==> config.mk <==
export PLATFORM = sky130hd
export DESIGN_NAME = binary_runlength_code_length_flat
export DESIGN_NICKNAME = d
export VERILOG_FILES = /design/src/sv/rlcl_pkg.sv /design/src/sv/rlcl_if.sv /design/src/sv/rlcl_front.sv /design/src/sv/rlcl_queue.sv /design/src/sv/rlcl_back.sv /design/src/sv/rlcl_out.sv /design/src/sv/binary_runlength_code_length.sv /design/src/flat_wrapper.sv
export SDC_FILE = /design/constraint.sdc
export NUM_CORES = 1
export LEC_CHECK = 0
export ABC_AREA = 1
export BUFFER_PORTS_ARGS = -buffer_cell sky130_fd_sc_hd__buf_2
export CAP_MARGIN = 20
export CORE_MARGIN = 2
export CORE_UTILIZATION = 30
export DETAILED_ROUTE_END_ITERATION = 16
export MAX_ROUTING_LAYER = met4
export SLEW_MARGIN = 20
export SYNTH_ARGS = -nofsm -noshare
export SYNTH_HDL_FRONTEND = slang
export SYNTH_SLANG_ARGS = --single-unit
==> constraint.sdc <==
create_clock -name clk -period 21 [get_ports clk]
set_input_delay 1.05 -clock clk [delete_from_list [all_inputs] [get_ports clk]]
set_output_delay 1.05 -clock clk [all_outputs]
set_load 0.1 [all_outputs]
==> src/sv/rlcl_pkg.sv <==
// Package with shared types and constants of the binary run-length code length meter.
`timescale 1ns / 1ps

package rlcl_pkg;

    localparam int PIXEL_W       = 8;
    localparam int LINE_BITS_W   = 14;
    localparam int TOTAL_W       = 32;
    localparam int COUNT_W_MAX   = 13;

    localparam logic [PIXEL_W-1:0]     THRESHOLD_RESET = 8'd150;
    localparam logic [LINE_BITS_W-1:0] LINE_MAX        = 14'h3FFF;
    localparam logic [TOTAL_W-1:0]     TOTAL_MAX       = 32'hFFFF_FFFF;
    localparam int                     COUNT_MAX       = 8191;

    localparam int MAX_LINE_WIDTH_DEF = 4096;
    localparam int RUN_BITS_DEF       = 16;
    localparam int QUEUE_DEPTH        = 2;

    // One binarized pixel as it travels from the front to the back.
    typedef struct packed {
        logic colour;
        logic line_end;
        logic frame_end;
    } rlcl_item_t;

    // One finished line handed to the output stage.
    typedef struct packed {
        logic                   valid;
        logic [LINE_BITS_W-1:0] line_bits;
        logic                   frame_end;
    } rlcl_line_t;

endpackage

==> src/sv/rlcl_if.sv <==
// Channel interfaces: pixel input, line result output and threshold write.
`timescale 1ns / 1ps

interface rlcl_pix_if import rlcl_pkg::*; ();
    logic               valid;
    logic               ready;
    logic [PIXEL_W-1:0] pixel;
    logic               line_end;
    logic               frame_end;

    modport source (output valid, output pixel, output line_end, output frame_end,
                    input ready);
    modport sink   (input valid, input pixel, input line_end, input frame_end,
                    output ready);
endinterface

interface rlcl_res_if import rlcl_pkg::*; ();
    logic                   valid;
    logic                   ready;
    logic [LINE_BITS_W-1:0] line_bits;
    logic [TOTAL_W-1:0]     total_bits;
    logic                   frame_done;

    modport source (output valid, output line_bits, output total_bits,
                    output frame_done, input ready);
    modport sink   (input valid, input line_bits, input total_bits,
                    input frame_done, output ready);
endinterface

interface rlcl_cfg_if import rlcl_pkg::*; ();
    logic               valid;
    logic               ready;
    logic [PIXEL_W-1:0] threshold;

    modport source (output valid, output threshold, input ready);
    modport sink   (input valid, input threshold, output ready);
endinterface

==> src/sv/rlcl_front.sv <==
// Front end: threshold register, pixel binarization and queue push.
`timescale 1ns / 1ps

module rlcl_front
    import rlcl_pkg::*;
(
    input  logic               clk,
    input  logic               rst_n,
    rlcl_cfg_if.sink           cfg,
    rlcl_pix_if.sink           pixels,
    input  logic               queue_full,
    output logic               push,
    output rlcl_item_t         item
);

    logic [PIXEL_W-1:0] threshold_reg;
    logic [PIXEL_W-1:0] threshold_next;

    assign cfg.ready      = 1'b1;
    assign threshold_next = (cfg.valid) ? cfg.threshold : threshold_reg;

    always_ff @(posedge clk or negedge rst_n)
    begin
        if (!rst_n)
        begin
            threshold_reg <= THRESHOLD_RESET;
        end
        else
        begin
            threshold_reg <= threshold_next;
        end
    end

    assign pixels.ready = !queue_full;
    assign push         = pixels.valid && !queue_full;

    // A frame end also closes the line it lands in.
    always_comb
    begin
        item.colour    = (pixels.pixel >= threshold_reg);
        item.line_end  = pixels.line_end | pixels.frame_end;
        item.frame_end = pixels.frame_end;
    end

endmodule

==> src/sv/rlcl_queue.sv <==
// Short register queue between the front end and the run tracker.
`timescale 1ns / 1ps

module rlcl_queue
    import rlcl_pkg::*;
#(
    parameter int DEPTH = QUEUE_DEPTH,
    parameter int WIDTH = $bits(rlcl_item_t)
)
(
    input  logic             clk,
    input  logic             rst_n,
    input  logic             push,
    input  logic [WIDTH-1:0] wr_data,
    output logic             full,
    input  logic             pop,
    output logic             not_empty,
    output logic [WIDTH-1:0] rd_data
);

    localparam int PTR_W = (DEPTH > 1) ? $clog2(DEPTH) : 1;
    localparam int CNT_W = $clog2(DEPTH + 1);
    localparam logic [PTR_W-1:0] PTR_LAST = PTR_W'(DEPTH - 1);
    localparam logic [CNT_W-1:0] CNT_FULL = CNT_W'(DEPTH);

    logic [WIDTH-1:0] entry_reg [DEPTH];
    logic [PTR_W-1:0] wr_ptr_reg, wr_ptr_next;
    logic [PTR_W-1:0] rd_ptr_reg, rd_ptr_next;
    logic [CNT_W-1:0] count_reg, count_next;

    assign full      = (count_reg == CNT_FULL);
    assign not_empty = (count_reg != '0);
    assign rd_data   = entry_reg[rd_ptr_reg];

    always_comb
    begin
        wr_ptr_next = wr_ptr_reg;
        rd_ptr_next = rd_ptr_reg;
        count_next  = count_reg;
        if (push)
        begin
            wr_ptr_next = (wr_ptr_reg == PTR_LAST) ? '0 : wr_ptr_reg + 1'b1;
        end
        if (pop)
        begin
            rd_ptr_next = (rd_ptr_reg == PTR_LAST) ? '0 : rd_ptr_reg + 1'b1;
        end
        if (push && !pop)
        begin
            count_next = count_reg + 1'b1;
        end
        else if (pop && !push)
        begin
            count_next = count_reg - 1'b1;
        end
    end

    always_ff @(posedge clk or negedge rst_n)
    begin
        if (!rst_n)
        begin
            wr_ptr_reg <= '0;
            rd_ptr_reg <= '0;
            count_reg  <= '0;
        end
        else
        begin
            wr_ptr_reg <= wr_ptr_next;
            rd_ptr_reg <= rd_ptr_next;
            count_reg  <= count_next;
        end
    end

    always_ff @(posedge clk)
    begin
        if (push)
        begin
            entry_reg[wr_ptr_reg] <= wr_data;
        end
    end

endmodule

==> src/sv/rlcl_back.sv <==
// Run tracker: follows colour runs and accumulates the coded bits of a line.
`timescale 1ns / 1ps

module rlcl_back
    import rlcl_pkg::*;
#(
    parameter int MAX_LINE_WIDTH = MAX_LINE_WIDTH_DEF,
    parameter int RUN_BITS       = RUN_BITS_DEF
)
(
    input  logic       clk,
    input  logic       rst_n,
    input  logic       item_valid,
    input  rlcl_item_t item,
    output logic       pop,
    input  logic       line_ready,
    output rlcl_line_t line_out
);

    localparam int RUN_CAP_I = (MAX_LINE_WIDTH < COUNT_MAX) ? MAX_LINE_WIDTH : COUNT_MAX;
    localparam int CNT_W     = $clog2(RUN_CAP_I + 1);
    localparam int CL_W      = $clog2(2 * RUN_BITS);
    localparam int SUM_W     = LINE_BITS_W + 1;
    localparam logic [CNT_W-1:0] RUN_CAP   = CNT_W'(RUN_CAP_I);
    localparam logic [CNT_W-1:0] CNT_ONE   = CNT_W'(1);

    // Code length of a run: b is the bit length of len-1, clamped to [2, RUN_BITS].
    function automatic logic [CL_W-1:0] code_len(input logic [CNT_W-1:0] len);
        logic [CNT_W-1:0] v;
        int               b;
        v = (len == '0) ? '0 : len - 1'b1;
        b = 0;
        for (int i = 0; i < CNT_W; i++)
        begin
            if (v[i])
            begin
                b = i + 1;
            end
        end
        if (b < 2)
        begin
            b = 2;
        end
        if (b > RUN_BITS)
        begin
            b = RUN_BITS;
        end
        return (b == 2) ? CL_W'(3) : CL_W'(2 * b - 1);
    endfunction

    logic                   colour_reg, colour_next;
    logic [CNT_W-1:0]       count_reg, count_next;
    logic                   line_start_reg, line_start_next;
    logic [LINE_BITS_W-1:0] line_sum_reg, line_sum_next;

    logic [LINE_BITS_W-1:0] base;
    logic [CL_W-1:0]        add_closed;
    logic [CL_W-1:0]        add_final;
    logic [SUM_W-1:0]       sum;
    logic [LINE_BITS_W-1:0] sum_sat;

    // Items without a line end never wait on the output stage.
    assign pop = item_valid && (!item.line_end || line_ready);

    always_comb
    begin
        colour_next = colour_reg;
        count_next  = count_reg;
        base        = line_sum_reg;
        add_closed  = '0;
        if (line_start_reg)
        begin
            colour_next = item.colour;
            count_next  = CNT_ONE;
            base        = LINE_BITS_W'(1);
        end
        else if (item.colour == colour_reg)
        begin
            if (count_reg < RUN_CAP)
            begin
                count_next = count_reg + 1'b1;
            end
        end
        else
        begin
            // The run that just ended is charged; the new one starts at one pixel.
            add_closed  = code_len(count_reg);
            colour_next = item.colour;
            count_next  = CNT_ONE;
        end

        add_final = item.line_end ? code_len(count_next) : '0;
        sum       = {1'b0, base} + SUM_W'(add_closed) + SUM_W'(add_final);
        sum_sat   = (sum > SUM_W'(LINE_MAX)) ? LINE_MAX : sum[LINE_BITS_W-1:0];

        line_sum_next   = sum_sat;
        line_start_next = item.line_end;
    end

    always_ff @(posedge clk or negedge rst_n)
    begin
        if (!rst_n)
        begin
            colour_reg     <= 1'b0;
            count_reg      <= '0;
            line_start_reg <= 1'b1;
            line_sum_reg   <= '0;
        end
        else if (pop)
        begin
            colour_reg     <= colour_next;
            count_reg      <= count_next;
            line_start_reg <= line_start_next;
            line_sum_reg   <= line_sum_next;
        end
    end

    always_comb
    begin
        line_out.valid     = pop && item.line_end;
        line_out.line_bits = sum_sat;
        line_out.frame_end = item.frame_end;
    end

    // Inside a line the count stays within its cap.
    a_count_cap: assert property (@(posedge clk) disable iff (!rst_n)
        count_reg <= RUN_CAP)
        else $error("run count above its cap");

    // A pixel that does not end its line leaves the tracker mid-line.
    a_mid_line: assert property (@(posedge clk) disable iff (!rst_n)
        pop && !item.line_end |=> !line_start_reg && count_reg != '0)
        else $error("mid-line state lost after a pixel");

    // Mid-line, the line already carries at least its first-colour bit.
    a_sum_nonzero: assert property (@(posedge clk) disable iff (!rst_n)
        !line_start_reg |-> line_sum_reg != '0)
        else $error("line sum empty in the middle of a line");

endmodule

==> src/sv/rlcl_out.sv <==
// Output stage: frame total with saturation and the result register.
`timescale 1ns / 1ps

module rlcl_out
    import rlcl_pkg::*;
(
    input  logic       clk,
    input  logic       rst_n,
    input  rlcl_line_t line_in,
    output logic       line_ready,
    rlcl_res_if.source results
);

    logic                   valid_reg, valid_next;
    logic [LINE_BITS_W-1:0] line_bits_reg;
    logic [TOTAL_W-1:0]     total_reg;
    logic                   frame_done_reg;
    logic [TOTAL_W-1:0]     frame_sum_reg, frame_sum_next;
    logic [TOTAL_W:0]       total_wide;
    logic [TOTAL_W-1:0]     total_sat;

    assign line_ready = !valid_reg || results.ready;

    always_comb
    begin
        total_wide = {1'b0, frame_sum_reg} + (TOTAL_W + 1)'(line_in.line_bits);
        total_sat  = total_wide[TOTAL_W] ? TOTAL_MAX : total_wide[TOTAL_W-1:0];

        valid_next     = valid_reg && !results.ready;
        frame_sum_next = frame_sum_reg;
        if (line_in.valid)
        begin
            valid_next     = 1'b1;
            frame_sum_next = line_in.frame_end ? '0 : total_sat;
        end
    end

    always_ff @(posedge clk or negedge rst_n)
    begin
        if (!rst_n)
        begin
            valid_reg     <= 1'b0;
            frame_sum_reg <= '0;
        end
        else
        begin
            valid_reg     <= valid_next;
            frame_sum_reg <= frame_sum_next;
        end
    end

    always_ff @(posedge clk)
    begin
        if (line_in.valid)
        begin
            line_bits_reg  <= line_in.line_bits;
            total_reg      <= total_sat;
            frame_done_reg <= line_in.frame_end;
        end
    end

    assign results.valid      = valid_reg;
    assign results.line_bits  = line_bits_reg;
    assign results.total_bits = total_reg;
    assign results.frame_done = frame_done_reg;

endmodule

==> src/sv/binary_runlength_code_length.sv <==
// Top level of the binary run-length code length meter.
`timescale 1ns / 1ps

// Channel    Direction  Payload                                  Transfer when
// pixels     in         pixel[7:0], line_end, frame_end          valid && ready
// results    out        line_bits[13:0], total_bits[31:0],       valid && ready
//                       frame_done
// cfg        in         threshold[7:0]                           valid && ready
//
// One pixel per clock is accepted while the queue has room; the run tracker sets that rate.
// A pixel that ends a line passes the queue and then the result register on its way
// to the output, and it waits in the queue while the result register is still full.
// Reset is asynchronous and active low; the threshold returns to 150.
// A waiting result holds back only a line-ending pixel at the head of the queue;
// pixels ahead of it keep flowing, and once the two-entry queue fills the input stalls.

module binary_runlength_code_length
    import rlcl_pkg::*;
#(
    parameter int MAX_LINE_WIDTH = MAX_LINE_WIDTH_DEF,
    parameter int RUN_BITS       = RUN_BITS_DEF
)
(
    input  logic       clk,
    input  logic       rst_n,
    rlcl_pix_if.sink   pixels,
    rlcl_res_if.source results,
    rlcl_cfg_if.sink   cfg
);

    // The front binarizes each pixel against the threshold and pushes the
    // colour together with its line and frame marks into the queue.
    logic       push;
    logic       queue_full;
    rlcl_item_t front_item;

    // The back pops classified pixels, tracks runs and sums code lengths.
    logic       pop;
    logic       queue_not_empty;
    rlcl_item_t back_item;

    // Finished lines go to the output stage, which keeps the frame total.
    rlcl_line_t line_done;
    logic       line_ready;

    rlcl_front u_front (
        .clk        (clk),
        .rst_n      (rst_n),
        .cfg        (cfg),
        .pixels     (pixels),
        .queue_full (queue_full),
        .push       (push),
        .item       (front_item)
    );

    rlcl_queue #(
        .DEPTH (QUEUE_DEPTH),
        .WIDTH ($bits(rlcl_item_t))
    ) u_queue (
        .clk       (clk),
        .rst_n     (rst_n),
        .push      (push),
        .wr_data   (front_item),
        .full      (queue_full),
        .pop       (pop),
        .not_empty (queue_not_empty),
        .rd_data   (back_item)
    );

    rlcl_back #(
        .MAX_LINE_WIDTH (MAX_LINE_WIDTH),
        .RUN_BITS       (RUN_BITS)
    ) u_back (
        .clk        (clk),
        .rst_n      (rst_n),
        .item_valid (queue_not_empty),
        .item       (back_item),
        .pop        (pop),
        .line_ready (line_ready),
        .line_out   (line_done)
    );

    rlcl_out u_out (
        .clk        (clk),
        .rst_n      (rst_n),
        .line_in    (line_done),
        .line_ready (line_ready),
        .results    (results)
    );

endmodule

==> src/flat_wrapper.sv <==
// flat-port wrapper written by rule: the top's interface ports become plain ports
module binary_runlength_code_length_flat import rlcl_pkg::*;
#(
    parameter int MAX_LINE_WIDTH = MAX_LINE_WIDTH_DEF,
    parameter int RUN_BITS       = RUN_BITS_DEF
)
  (clk, rst_n, pixels_valid, pixels_pixel, pixels_line_end, pixels_frame_end, pixels_ready, results_valid, results_line_bits, results_total_bits, results_frame_done, results_ready, cfg_valid, cfg_threshold, cfg_ready);
  rlcl_pix_if pixels_i ();
  rlcl_res_if results_i ();
  rlcl_cfg_if cfg_i ();
  input  logic clk;
  input  logic rst_n;
  input wire logic [$bits(pixels_i.valid)-1:0] pixels_valid;
  input wire logic [$bits(pixels_i.pixel)-1:0] pixels_pixel;
  input wire logic [$bits(pixels_i.line_end)-1:0] pixels_line_end;
  input wire logic [$bits(pixels_i.frame_end)-1:0] pixels_frame_end;
  output wire logic [$bits(pixels_i.ready)-1:0] pixels_ready;
  output wire logic [$bits(results_i.valid)-1:0] results_valid;
  output wire logic [$bits(results_i.line_bits)-1:0] results_line_bits;
  output wire logic [$bits(results_i.total_bits)-1:0] results_total_bits;
  output wire logic [$bits(results_i.frame_done)-1:0] results_frame_done;
  input wire logic [$bits(results_i.ready)-1:0] results_ready;
  input wire logic [$bits(cfg_i.valid)-1:0] cfg_valid;
  input wire logic [$bits(cfg_i.threshold)-1:0] cfg_threshold;
  output wire logic [$bits(cfg_i.ready)-1:0] cfg_ready;
  assign pixels_i.valid = pixels_valid;
  assign pixels_i.pixel = pixels_pixel;
  assign pixels_i.line_end = pixels_line_end;
  assign pixels_i.frame_end = pixels_frame_end;
  assign pixels_ready = pixels_i.ready;
  assign results_valid = results_i.valid;
  assign results_line_bits = results_i.line_bits;
  assign results_total_bits = results_i.total_bits;
  assign results_frame_done = results_i.frame_done;
  assign results_i.ready = results_ready;
  assign cfg_i.valid = cfg_valid;
  assign cfg_i.threshold = cfg_threshold;
  assign cfg_ready = cfg_i.ready;
  binary_runlength_code_length #(.MAX_LINE_WIDTH(MAX_LINE_WIDTH), .RUN_BITS(RUN_BITS)) u_core (.clk(clk), .rst_n(rst_n), .pixels(pixels_i), .results(results_i), .cfg(cfg_i));
endmodule
# [Word-level counts from Yosys, hierarchy flattened]
# Memories as Yosys holds them, arrays and structs flattened.
# Cells that the tools add are included.
[totals] elab_cells=117 in_bits=23 ram_bits=6 mem_bits_ro=0 latch_bits=0 n_memories=1 reg_bits=121 out_inout_bits=50
[op_classes] div_mod_pow=0 mux=59 n_eq_ne=5 shift=0 add_sub_neg=12 bitwise_logic=1 n_mul=0 magnitude_cmp=7 reduce_logical=19
[memory_table] memory="u_core.u_queue.entry_reg" words=2 width=3 rd=1 rd_clocked_by_memory_dff=0 write_ports=1 line_no="rlcl_queue.sv:26" text="logic [WIDTH-1:0] entry_reg [DEPTH];"
[op_table] op="$mux 32" n=36
[op_table] op="$mux 13" n=5
[op_table] op="$eq 32x3->1 const B" n=2
[op_table] op="$gt 32x6->1 const B" n=2
[op_table] op="$lt 32x3->1 const B" n=2
[op_table] op="$add 32x14->33" n=1
[op_table] op="$mux 14" n=2
[op_table] op="$logic_not 13->1" n=2
[op_table] op="$sub 13x1->13 const B" n=2
[op_table] op="$mux 5" n=5
[op_table] op="$add 14x5->15" n=1
[op_table] op="$add 15x5->15" n=1
[op_table] op="$gt 15x14->1 const B" n=1
[op_table] op="$add 13x1->13 const B" n=1
[op_table] op="$lt 13x13->1 const B" n=1
[op_table] op="$sub 5x2->5 const B" n=2
[op_table] op="$mux 1" n=9
[op_table] op="$ge 8x8->1" n=1
[op_table] op="$logic_and 1x1->1" n=6
[op_table] op="$logic_not 1->1" n=6
[op_table] op="$mux 2" n=2
[op_table] op="$reduce_bool 2->1" n=2
[op_table] op="$add 1x1->1 const B" n=2
[op_table] op="$add 2x1->2 const B" n=1
[op_table] op="7 further kinds" n=8

# [Logic depth before layout (Yosys ltp)]
[logic_depth] ltp_word=36 mapped_depth=60 depth_no_buf=58

# [Cells and area by module]
# From an unflattened synthesis, not the netlist that was laid out.
[hier_totals] cells_unflattened=1229 hier_area_um2=9103.7
[by_module_without_submodules] mod="rlcl_out" cells_per_inst=553 n_inst=1 area_each_um2=4515.6 seq_area_each_um2=2237.1
[by_module_without_submodules] mod="rlcl_back" cells_per_inst=576 n_inst=1 area_each_um2=3626.0 seq_area_each_um2=726.9
[by_module_without_submodules] mod="rlcl_front" cells_per_inst=66 n_inst=1 area_each_um2=539.3 seq_area_each_um2=205.2
[by_module_without_submodules] mod="rlcl_queue" cells_per_inst=34 n_inst=1 area_each_um2=422.9 seq_area_each_um2=280.3

# [Least setup slack after synthesis]
# Ideal clock, no wire load.
[synth_path] path_type="register to register" startpoint="register u_core.u_back.count_reg[12]" endpoint="register u_core.u_out.frame_sum_reg[28]" required_time_ns=20.909 setup_ns=0.091 setup_slack_ns=13.983 arrival_time_ns=6.926 stages_incl_launch_ff=56 period_less_slack_ns=7.017 path_cell_list="dfrtp_1 -> buf_4 -> inv_4 -> nand2_1 -> nand2_1 -> inv_1 -> nor2_2 -> ha_1 -> inv_1 -> nor2_2 -> nand3_1 -> nand2_1 -> nor2_1 -> nor2_1 -> nand3_1 -> nor2_2 -> nand2_1 -> nand2_2 -> [... 20 more ...] -> ha_1 -> inv_1 -> fa_1 -> o21ai_1 -> nand2_1 -> nand2_1 -> nand2_1 -> nand2_1 -> nand2_1 -> nand2_1 -> a21oi_2 -> nor2_2 -> nand2_1 -> nor2_1 -> nand2_1 -> a21oi_1 -> nand2_1 -> o21ai_0"
[synth_lines] element="start, declared" line_no="rlcl_back.sv:52" text="logic [CNT_W-1:0] count_reg, count_next;"
[synth_lines] element="start signal, assigned" line_no="rlcl_back.sv:112" text="count_reg <= count_next;"
[synth_lines] element="end signal, assigned" line_no="rlcl_out.sv:48" text="frame_sum_reg <= frame_sum_next;"
[synth_lines] element="end, declared" line_no="rlcl_out.sv:18" text="logic [TOTAL_W-1:0] frame_sum_reg, frame_sum_next;"

==> impl_metrics.sql <==
INSERT INTO impl_metrics (metric_group, metric, value, unit) VALUES
('placement', 'hpwl', '15.1', 'mm'),
('hold_path', 'min_path_type', 'reg2reg', ''),
('yosys', 'synth.lib_cells_used.distinct', '47', ''),
('final_layout', 'ff_latch_area', '3450', 'sq um'),
('worst_setup_path', 'kind_of_launch_point_of_the_worst_setup_path', 'register', ''),
('timing', 'setup_viol', '0', ''),
('yosys', 'syn_area', '8230', 'sq um'),
('die', 'count_of_standard_cell_rows', '60', ''),
('final_layout', 'final_layout_size_suffix_gt1_frac', '0.140', ''),
('clock_network', 'htreeDepth', '4', ''),
('placement', 'gp_routability_congestion', '0.889', ''),
('route', 'initialDrtViolationCount', '431', ''),
('route', 'drt-pass1-iter-count', '5', ''),
('final_layout', 'fill_cells', '2772', ''),
('yosys', 'yosys-top-cells-area', 'dfrtp_1 21%, edfxtp_1 19%, nand2_1 14%', ''),
('clock_network', 'tritoncts', 'done', ''),
('grt', 'globalRouteOverflowTotal', '0', ''),
('grt', 'globalRouteMet2Util', '0.240', ''),
('hold_path', 'hold_path.startpoint', 'u_core.u_back.line_sum_reg[1]', ''),
('placement', 'count_of_buffers_from_port_buffering', '71', ''),
('clock_network', 'clk_pin_slew_worst_paths', '0.06', 'ns'),
('final_layout', 'final_nets', '1196', ''),
('grt', 'grt_busiest_layer', 'met2', ''),
('grt', 'met1_usage', '0.199', ''),
('yosys', 'ys.warnings.count', '0', ''),
('worst_setup_path', 'origin_of_the_critical_flop_to_flop_path', 'u_core.u_queue.rd_ptr_reg', ''),
('yosys', 'ys_ff_latch', '127', ''),
('worst_setup_path', 'reg2regPathDepth', '54', ''),
('route', 'mean_routed_wirelength_per_cell', '13.9', 'um'),
('clock_network', 'cts_repair_resize_count', '0', ''),
('hold_path', 'timing.hold.worst_path_depth', '2', ''),
('timing', 'timing_worst_slew_pin_value', '0.997', 'ns'),
('yosys', 'synthTopCellsByCount', '302 x nand2_1, 128 x inv_1, 89 x nor2_1', ''),
('die', 'placeableCoreArea', '27000', 'sq um'),
('worst_setup_path', 'worstSetupEndpointType', 'register', ''),
('clock_network', 'numClockSinks', '127', ''),
('route', 'detail_route.drc_violations', '0', ''),
('hold_path', 'end_point_of_the_worst_hold_path', 'u_core.u_back.line_sum_reg[1]', ''),
('worst_setup_path', 'cpMostUsedCell', 'nand2_1', ''),
('grt', 'grt_pass1_vias', '7039', ''),
('timing', 'finalCritPeriodShare', '0.417', ''),
('yosys', 'largest_area_contributor_in_the_synthesized_netlist', 'dfrtp_1', ''),
('clock_network', 'numCtsBuffers', '17', ''),
('route', 'postRouteAntennaNets', '0', ''),
('yosys', 'yosysMostFrequentCell', 'nand2_1', ''),
('clock_network', 'clock_path_buffers', '2', ''),
('timing', 'report.final.hold_viol_count', '0', ''),
('timing', 'worst_slew_margin_rel', '0.328', ''),
('worst_setup_path', 'timing.rr.end', 'u_core.u_out.frame_sum_reg[7]', ''),
('outcome', 'outcome', 'completed', ''),
('grt', 'largest_net_degree_at_the_start_of_global_routing', '59', ''),
('run', 'cap_violations', '0', ''),
('final_layout', 'area.growth.synth_to_final', '15.8', '%'),
('timing', 'fin_skew', '0.0123', 'ns'),
('final_layout', 'diodes', '0', ''),
('yosys', 'synth_top_cell_area_share', '0.210', ''),
('final_layout', 'multiInputGateArea', '4140', 'sq um'),
('yosys', 'edff_count_synth', '53', ''),
('clock_network', 'clk-insertion-delay-late', '0.44', 'ns'),
('yosys', 'post_synth_inst_count', '1062', ''),
('clock_network', 'postCtsHoldBufs', '0', ''),
('timing', 'slew_violations', '0', ''),
('worst_setup_path', 'largest_fanout_on_the_critical_path', '22', ''),
('clock_network', 'post_cts.repair.setup_buffers', '0', ''),
('timing', 'achievable-frequency', '114', 'MHz'),
('die', 'effective_utilization_at_floorplan', '0.305', ''),
('worst_setup_path', 'setup.worst_path.start', 'u_core.u_queue.rd_ptr_reg', ''),
('die', 'die_area', '28800', 'sq um'),
('worst_setup_path', 'cpMaxStageDelayCell', 'nand4_1', ''),
('yosys', 'synth_async_sr_flop_share', '0.583', ''),
('route', 'vias_per_cell', '4.82', '');
-- area by class of cell --
| class | instances | area share |
|---|---|---|
| Clock buffer | 18 | 0.0450 |
| Sequential cell | 127 | 0.362 |
| Tap cell | 341 | 0.0448 |
| Timing Repair Buffer | 76 | 0.0415 |
| Inverter | 135 | 0.0534 |
| Clock inverter | 14 | 0.0198 |
| Multi-Input combinational cell | 771 | 0.434 |
-- worst max-delay path by stage --
stage                                      to  slack (ns)
2_1_floorplan  u_core.u_out.frame_sum_reg[28]       13.98
3_3_place_gp   u_core.u_out.frame_sum_reg[20]       12.57
3_5_place_dp   u_core.u_out.frame_sum_reg[19]       12.32
4_1_cts         u_core.u_out.frame_sum_reg[7]       12.30
5_1_grt        u_core.u_out.frame_sum_reg[20]       11.28
6_report        u_core.u_out.frame_sum_reg[7]       12.25
-- per-layer routing --
layer / routed length [um] / share of wire
met5: 0 / 0
met4: 436 / 0.021
met2: 9270 / 0.45
met3: 926 / 0.045
met1: 9920 / 0.48
-- critical path, delay by kind of cell, from the launching register on --
family | cells | cell delay [ns]
AND/OR/NAND/NOR | 35 | 4.40
adder cells (fa/ha/maj) | 6 | 1.87
AO/OA/AOI/OAI | 6 | 1.23
buffers and inverters | 6 | 0.61
flip-flops | 1 | 0.43
XOR/XNOR | 1 | 0.15
-- per-stage QoR --
stage | hold WS [ns] | cell area, sq um | util | std cells | worst slack [ns]
finish | 0.495 | 9530 | 0.354 | 1482 | 12.25
global route | 0.517 | 9530 | 0.354 | 1482 | 11.28
CTS | 0.490 | 9530 | 0.354 | 1482 | 12.30
detailed placement | 0.474 | 8920 | 0.331 | 1450 | 12.32
global placement | 0.466 | 8920 | 0.331 | 1450 | 12.57
floorplan | 0.453 | 8230 | - | 1062 | 13.98
-- cells by family (layout without fill, tap and decap cells) --
logic type | Yosys count | count (layout) | share of synthesized area
simple gates | 552 | 552 | 0.295
buf+inv | 164 | 243 | 0.0797
fa+ha+maj | 45 | 45 | 0.0748
mux | 1 | 1 | 0.00137
compound gates | 146 | 146 | 0.102
flops | 127 | 127 | 0.419
other cells | 1 | 1 | 0.000456
xor+xnor | 26 | 26 | 0.0277
-- placed cells by master (no fill, tap or decap), drive strengths merged, types with 26 or more instances in the layout --
cell,n
buf,76
o21ai,83
inv,137
a21oi,26
nor2,101
edfxtp,53
dfrtp,69
nand2,311
nand3,87
ha,38
Power is not shown: default switching activity piles up to over one toggle a cycle in this logic, so the estimate is an artifact.
